$ cat config.mk
export PLATFORM = sky130hd
export DESIGN_NAME = bcd_calendar_date_tracker_flat
export DESIGN_NICKNAME = d
export VERILOG_FILES = /design/src/sv/bcdt_pkg.sv /design/src/sv/bcdt_stream_if.sv /design/src/sv/bcd_calendar_date_tracker.sv /design/src/sv/bcdt_midnight_cmp.sv /design/src/sv/bcdt_date_step.sv /design/src/flat_wrapper.sv
export SDC_FILE = /design/constraint.sdc
export NUM_CORES = 1
export LEC_CHECK = 0
export BUFFER_PORTS_ARGS = -buffer_cell sky130_fd_sc_hd__buf_2
export CAP_MARGIN = 20
export CORE_MARGIN = 4
export CORE_UTILIZATION = 58
export DETAILED_ROUTE_END_ITERATION = 8
export PLACE_DENSITY_LB_ADDON = 0.12
export SLEW_MARGIN = 25
export SYNTH_ARGS = -nofsm -noshare
export SYNTH_HDL_FRONTEND = slang
export SYNTH_HIERARCHICAL = 1
export SYNTH_SLANG_ARGS = --single-unit
$ cat constraint.sdc
create_clock -name clk_i -period 3.1 [get_ports clk_i]
set_input_delay 0.155 -clock clk_i [delete_from_list [all_inputs] [get_ports clk_i]]
set_output_delay 0.155 -clock clk_i [all_outputs]
set_load 0.03 [all_outputs]
$ cat src/sv/bcdt_pkg.sv
// Package: payload types, reset constants and BCD helper functions for the date tracker.
`default_nettype none
package bcdt_pkg;

  localparam logic CMD_SAMPLE = 1'b0;
  localparam logic CMD_LOAD   = 1'b1;

  typedef struct packed {
    logic       command;
    logic [5:0] hours_bcd;
    logic [6:0] minutes_bcd;
    logic [6:0] seconds_bcd;
    logic [7:0] load_year_bcd;
    logic [4:0] load_month_bcd;
    logic [5:0] load_day_bcd;
    logic [2:0] load_weekday;
  } item_t;

  typedef struct packed {
    logic [7:0] year_bcd;
    logic [4:0] month_bcd;
    logic [5:0] day_bcd;
    logic [2:0] weekday_now;
    logic       day_advanced;
  } result_t;

  typedef struct packed {
    logic [7:0] year;
    logic [4:0] month;
    logic [5:0] day;
    logic [2:0] weekday;
  } date_t;

  typedef struct packed {
    logic [5:0] hours;
    logic [6:0] minutes;
    logic [6:0] seconds;
  } tod_t;

  localparam date_t DATE_RESET = '{year: 8'h25, month: 5'h04, day: 6'h30, weekday: 3'd2};
  localparam tod_t  TOD_RESET  = '{hours: 6'h17, minutes: 7'h46, seconds: 7'h00};

  localparam logic [7:0] MONTHS_PER_YEAR = 8'd12;
  localparam logic [7:0] LAST_YEAR       = 8'd99;
  localparam logic [7:0] LEN_FEB_LEAP    = 8'd29;
  localparam logic [7:0] LEN_FEB         = 8'd28;
  localparam logic [7:0] LEN_SHORT       = 8'd30;
  localparam logic [7:0] LEN_LONG        = 8'd31;
  localparam logic [2:0] WEEKDAY_LAST    = 3'd7;
  localparam logic [2:0] WEEKDAY_FIRST   = 3'd1;

  // Decode two nibbles as high*10 + low, also for nibbles above nine.
  function automatic logic [7:0] bcd_dec(input logic [7:0] v);
    logic [7:0] hi;
    logic [7:0] lo;
    hi = {4'b0, v[7:4]};
    lo = {4'b0, v[3:0]};
    return (hi << 3) + (hi << 1) + lo;
  endfunction

  // Encode a value below 100 as two BCD digits; divide by ten by reciprocal.
  function automatic logic [7:0] bcd_enc(input logic [6:0] v);
    logic [14:0] prod;
    logic [3:0]  tens;
    logic [6:0]  rem;
    prod = {8'b0, v} * 15'd205;
    tens = prod[14:11];
    rem  = v - 7'({tens, 3'b0} + {2'b0, tens, 1'b0});
    return {tens, rem[3:0]};
  endfunction

endpackage
`default_nettype wire

$ cat src/sv/bcdt_stream_if.sv
// Interface: valid/ready stream channel carrying one payload struct.
`default_nettype none
interface bcdt_stream_if #(
  parameter type payload_t = logic
) ();
  logic     valid;
  logic     ready;
  payload_t payload;

  modport source (output valid, output payload, input ready);
  modport sink   (input valid, input payload, output ready);
endinterface
`default_nettype wire

$ cat src/sv/bcd_calendar_date_tracker.sv
// Top level: BCD calendar date tracker with input register, date step and result register.
// Path: an accepted item enters the input register, then the result register; a stall holds it in the input register.
// Throughput: one item per cycle while results are taken; the date step is a single short pass between registers.
// Stalls: the input register holds while the result register is full and not taken.
// Reset (rst_ni low, asynchronous): both stages empty, date 2025-04-30 weekday 2,
// stored time 17:46:00.
`default_nettype none
module bcd_calendar_date_tracker (
  input  logic          clk_i,
  input  logic          rst_ni,
  bcdt_stream_if.sink   item_i,
  bcdt_stream_if.source result_o
);
  import bcdt_pkg::*;

  // Input register stage
  logic  s1_valid_q;
  item_t s1_item_q;

  // Calendar state
  date_t date_q, date_d;
  tod_t  last_q, last_d;

  // Result register stage
  logic    res_valid_q;
  result_t res_q, res_d;

  logic  advance;
  logic  earlier;
  tod_t  now_tod;
  date_t date_next;

  // Move the input register on whenever the result register is free or being drained.
  assign advance      = s1_valid_q && (!res_valid_q || result_o.ready);
  assign item_i.ready = !s1_valid_q || advance;

  assign now_tod = '{hours:   s1_item_q.hours_bcd,
                     minutes: s1_item_q.minutes_bcd,
                     seconds: s1_item_q.seconds_bcd};

  bcdt_midnight_cmp u_cmp (
    .now_i     (now_tod),
    .last_i    (last_q),
    .earlier_o (earlier)
  );

  bcdt_date_step u_step (
    .date_i (date_q),
    .date_o (date_next)
  );

  // Select the new date: load takes the fields as given, a sample crossing
  // midnight takes the stepped date, otherwise hold.
  always_comb begin
    logic adv;
    adv    = 1'b0;
    date_d = date_q;
    unique case (s1_item_q.command)
      CMD_LOAD: begin
        date_d = '{year:    s1_item_q.load_year_bcd,
                   month:   s1_item_q.load_month_bcd,
                   day:     s1_item_q.load_day_bcd,
                   weekday: s1_item_q.load_weekday};
      end
      CMD_SAMPLE: begin
        if (earlier) begin
          date_d = date_next;
          adv    = 1'b1;
        end
      end
      default: begin
        date_d = date_q;
      end
    endcase
    // the item's time fields always become the stored time, also on a load
    last_d = now_tod;
    res_d  = '{year_bcd:     date_d.year,
               month_bcd:    date_d.month,
               day_bcd:      date_d.day,
               weekday_now:  date_d.weekday,
               day_advanced: adv};
  end

  always_ff @(posedge clk_i or negedge rst_ni) begin
    if (!rst_ni) begin
      s1_valid_q  <= 1'b0;
      res_valid_q <= 1'b0;
      date_q      <= DATE_RESET;
      last_q      <= TOD_RESET;
    end else begin
      if (item_i.ready) begin
        s1_valid_q <= item_i.valid;
      end
      if (advance) begin
        date_q      <= date_d;
        last_q      <= last_d;
        res_valid_q <= 1'b1;
      end else if (result_o.ready) begin
        // drop the delivered result
        res_valid_q <= 1'b0;
      end
    end
  end

  // Payload registers: no reset needed
  always_ff @(posedge clk_i) begin
    if (item_i.valid && item_i.ready) begin
      s1_item_q <= item_i.payload;
    end
    if (advance) begin
      res_q <= res_d;
    end
  end

  assign result_o.valid   = res_valid_q;
  assign result_o.payload = res_q;

endmodule
`default_nettype wire

$ cat src/sv/bcdt_midnight_cmp.sv
// Midnight detector: flags a time sample that lies earlier than the stored time.
`default_nettype none
module bcdt_midnight_cmp (
  input  bcdt_pkg::tod_t now_i,
  input  bcdt_pkg::tod_t last_i,
  output logic           earlier_o
);
  import bcdt_pkg::*;

  logic [7:0] ch, lh, cm, lm, cs, ls;

  always_comb begin
    ch = bcd_dec({2'b0, now_i.hours});
    lh = bcd_dec({2'b0, last_i.hours});
    cm = bcd_dec({1'b0, now_i.minutes});
    lm = bcd_dec({1'b0, last_i.minutes});
    cs = bcd_dec({1'b0, now_i.seconds});
    ls = bcd_dec({1'b0, last_i.seconds});
    // compare level by level: hours, then minutes, then seconds
    earlier_o = (ch < lh) || ((ch == lh) && (cm < lm)) ||
                ((ch == lh) && (cm == lm) && (cs < ls));
  end

endmodule
`default_nettype wire

$ cat src/sv/bcdt_date_step.sv
// Date step: advance a BCD date by one day with month lengths and leap years.
`default_nettype none
module bcdt_date_step (
  input  bcdt_pkg::date_t date_i,
  output bcdt_pkg::date_t date_o
);
  import bcdt_pkg::*;

  logic [7:0] yv, mv, dv, len, mn, yn;
  logic       roll;

  always_comb begin
    yv = bcd_dec(date_i.year);
    mv = bcd_dec({3'b0, date_i.month});
    dv = bcd_dec({2'b0, date_i.day}) + 8'd1;

    priority if (mv == 8'd2) begin
      len = (yv[1:0] == 2'b00) ? LEN_FEB_LEAP : LEN_FEB;
    end else if (mv == 8'd4 || mv == 8'd6 || mv == 8'd9 || mv == 8'd11) begin
      len = LEN_SHORT;
    end else begin
      len = LEN_LONG;
    end

    roll   = dv > len;
    mn     = mv + 8'd1;
    yn     = yv + 8'd1;
    date_o = date_i;

    if (roll) begin
      date_o.day = 6'h01;
      if (mn > MONTHS_PER_YEAR) begin
        date_o.month = 5'h01;
        date_o.year  = (yn > LAST_YEAR) ? 8'h00 : bcd_enc(yn[6:0]);
      end else begin
        date_o.month = 5'(bcd_enc(mn[6:0]));
      end
    end else begin
      date_o.day = 6'(bcd_enc(dv[6:0]));
    end

    // weekday steps as (w mod 7) + 1
    date_o.weekday = (date_i.weekday == WEEKDAY_LAST) ? WEEKDAY_FIRST
                                                      : date_i.weekday + 3'd1;
  end

endmodule
`default_nettype wire
$ cat src/flat_wrapper.sv
// flat-port wrapper written by rule: the top's interface ports become plain ports
module bcd_calendar_date_tracker_flat import bcdt_pkg::*;
  (clk_i, rst_ni, item_i_valid, item_i_payload, item_i_ready, result_o_valid, result_o_payload, result_o_ready);
  bcdt_stream_if item_i_i ();
  bcdt_stream_if result_o_i ();
  input  logic clk_i;
  input  logic rst_ni;
  input wire logic [$bits(item_i_i.valid)-1:0] item_i_valid;
  input wire logic [$bits(item_i_i.payload)-1:0] item_i_payload;
  output wire logic [$bits(item_i_i.ready)-1:0] item_i_ready;
  output wire logic [$bits(result_o_i.valid)-1:0] result_o_valid;
  output wire logic [$bits(result_o_i.payload)-1:0] result_o_payload;
  input wire logic [$bits(result_o_i.ready)-1:0] result_o_ready;
  assign item_i_i.valid = item_i_valid;
  assign item_i_i.payload = item_i_payload;
  assign item_i_ready = item_i_i.ready;
  assign result_o_valid = result_o_i.valid;
  assign result_o_payload = result_o_i.payload;
  assign result_o_i.ready = result_o_ready;
  bcd_calendar_date_tracker u_core (.clk_i(clk_i), .rst_ni(rst_ni), .item_i(item_i_i), .result_o(result_o_i));
endmodule
==> flow_summary_export.csv <==
group,metric,value,unit
yosys,avgSynthCellArea,9.08,sq um
yosys,async_reset_ff_share,75.0,%
worst_setup_path,cp-start-kind,"flop",
placed_design,place_inst,263,
yosys,synth_cell_type_count,33,
power,power_density,224,nW/um^2
floorplan,ios,8,
yosys,syn_inst,169,
yosys,synthFlopType,"dfrtp_1",
cts,cts_sinks,4,
routing,first_pass_iters,4,
routing,antenna_left,0,
worst_setup_path,arrival,2.88,ns
yosys,synth-edff-count,1,
placed_design,place_hpwl,2.41,mm
worst_setup_path,worstSetupEndpointType,"flop",
final_layout,layout-drive-gt1-share,6.30,%
final_layout,fillers,210,
worst_setup_path,required,3.16,ns
sta,final.setup_skew,0.00651,ns
worst_setup_path,path_class,"flop to flop",
final_layout,final_common_cell,"conb_1",
yosys,netlist_area,1540,sq um
power,p_leak,0.00111,uW
floorplan,die-area,3530,sq um
floorplan,die_h,59.5,microns
sta,report.final.slew_viol_count,0,
cts,cts_buffers,3,
placed_design,port-buffer-count,6,
sta,period_share,90.9,%
final_layout,fin_cells,268,
grt,antenna_found_initial,0,
final_layout,multi_input_comb_area,1530,sq um
sta,rsz0062_at_grt,"false",
grt,grtUsageTotal,17.3,%
sta,worst_slack,0.281,ns
sta,setup_violations,0,
floorplan,rows,18,
grt,grt_max_degree,12,
floorplan,die_w,59.5,microns
worst_hold_path,min_from,"item_i_valid",
placed_design,place_worst_setup_slack,0.292,ns
grt,grt_overflow,0,
grt,grt_pass1_wl,4.84,mm
worst_setup_path,cp_max_fo,11,
final_layout,n_antenna_cell,0,
worst_setup_path,startpoint,"u_core/last_q[16]",
sta,max_freq,355,MHz
placed_design,gp_congestion,0.876,
power,vdd_ir_drop_max,0.289,mV
cts,clock_latency,0.23,ns
routing,postRouteWirelength,2.59,mm
grt,grt_pass1_vias,1310,
final_layout,fin_nets,298,
final_layout,layout_common_cells,"conb_1, ha_1, inv_1",
routing,drtIter0Drc,25,
worst_hold_path,hp-class,"primary input to flop",
cts,cts.clk_slew.worst_paths,0.05,ns
yosys,ys_seq_area_share,6.93,%
floorplan,core_area,2500,sq um
final_layout,syn2layout_area_growth,20.9,%
yosys,synth_seq_cells,4,
run_status,status,"finished, final reports clean",
cts,clockBufferDepth,2,
sta,hold_viol,0,
power,p_total,417,uW
flow_run,maxCapViolations,0,
routing,wl_per_cell,9.65,microns
routing,via_per_inst,4.74,
final_layout,final_util,74.3,%
cts,cts_tree,"done",
routing,vias,1269,
sta,tns,0,ns
yosys,synth_warnings,6,
floorplan,start_util,61.4,%
final_layout,seq_area,106,sq um
cts,cts_root_buffer,"clkbuf_4",
cts,cts_resized,0,
worst_setup_path,r2r_start,"u_core/last_q[16]",
cts,cts_htree_levels,1,
sta,period_needed,2.82,ns
routing,route.detailed.drc,0,
## per-layer routing
metal / routed length [microns] / GRT usage [%]
met5: 0 / 0
met4: 0 / 2.91
met3: 27 / 1.31
met2: 1470 / 36.7
met1: 1090 / 17.8
## cells by family after synthesis
group,count (synthesis),share of synthesized area (%)
compound gates,36,16.4
flops,4,6.93
fa+ha+maj,54,48.4
buf+inv,30,7.34
xor+xnor,15,8.56
other cells,1,0.244
simple gates,29,12.1
## power breakdown
| group | internal [uW] | total [uW] | switching [uW] |
|---|---|---|---|
| Clock | 48.5 | 72.2 | 23.7 |
| Sequential | 59.4 | 62.2 | 2.76 |
| Combinational | 129 | 282 | 153 |
| Total | 237 | 417 | 179 |
## cells in the mapped netlist (2+ instances only)
master | count | share of area, %
a21o_1 | 10 | 4.9
a21oi_1 | 15 | 4.9
dfrtp_1 | 2 | 3.3
fa_1 | 9 | 12
ha_1 | 45 | 37
inv_1 | 30 | 7.3
nand2_1 | 4 | 0.98
nand2b_1 | 3 | 1.2
nand3_1 | 3 | 0.98
nand4_1 | 2 | 0.81
nor2_1 | 4 | 0.98
nor2b_1 | 4 | 1.6
o211ai_1 | 3 | 1.5
o21ai_0 | 3 | 0.98
xnor2_1 | 10 | 5.7
xor2_1 | 5 | 2.9
## registers in the layout, indices dropped and copies added (netlist names)
signal,flops
u_core/last_q,1
u_core/result_o.payload,1
u_core/result_o.valid,1
u_core/s1_valid_q,1
## path summary, 6_finish.rpt
path / end / slack [ns] / cells after the start
hold reg to reg: u_core/last_q[16] / 0.49 / 1
hold / removal: u_core/s1_valid_q / 0.11 / 2
max in group asynchronous: u_core/last_q[16] / 2.65 / 2
setup / recovery: u_core/result_o.payload / 0.28 / 10
setup reg to reg: u_core/result_o.payload / 0.28 / 10
min in group asynchronous: u_core/s1_valid_q / 0.25 / 2
## metrics by stage
stage / area [sq um] / hold slack [ns]
after floorplan: 1750 / -0.141
after global placement: 1820 / -0.0507
after detailed placement: 1820 / -0.0396
after CTS: 1860 / 0.111
after global routing: 1860 / 0.103
final: 1860 / 0.114
## critical path: stages, from the launching register on
cell and delay (ns):
dfstp_2 0.65, inv_1 0.12, fa_1 0.44, inv_1 0.12
fa_1 0.18, inv_1 0.04, ha_1 0.30, o211ai_1 0.11
a21oi_1 0.09, or4_1 0.48, o211ai_1 0.12
## layout make-up
cell class | count | share of cell area, %
Sequential cell | 4 | 5.73
Timing Repair Buffer | 7 | 2.16
Inverter | 30 | 6.06
Clock buffer | 4 | 1.42
Multi-Input combinational cell | 193 | 82.6
Tap cell | 30 | 2.02
## what timing repair did
action | 4_1_cts | 5_1_grt
setup endpoints to repair | 0 | 0
endpoints found under the hold margin | 3 | 0
hold buffers | 1 | 0
setup buffers | 0 | 0
Note: power is estimated with default switching activity, not from simulation.
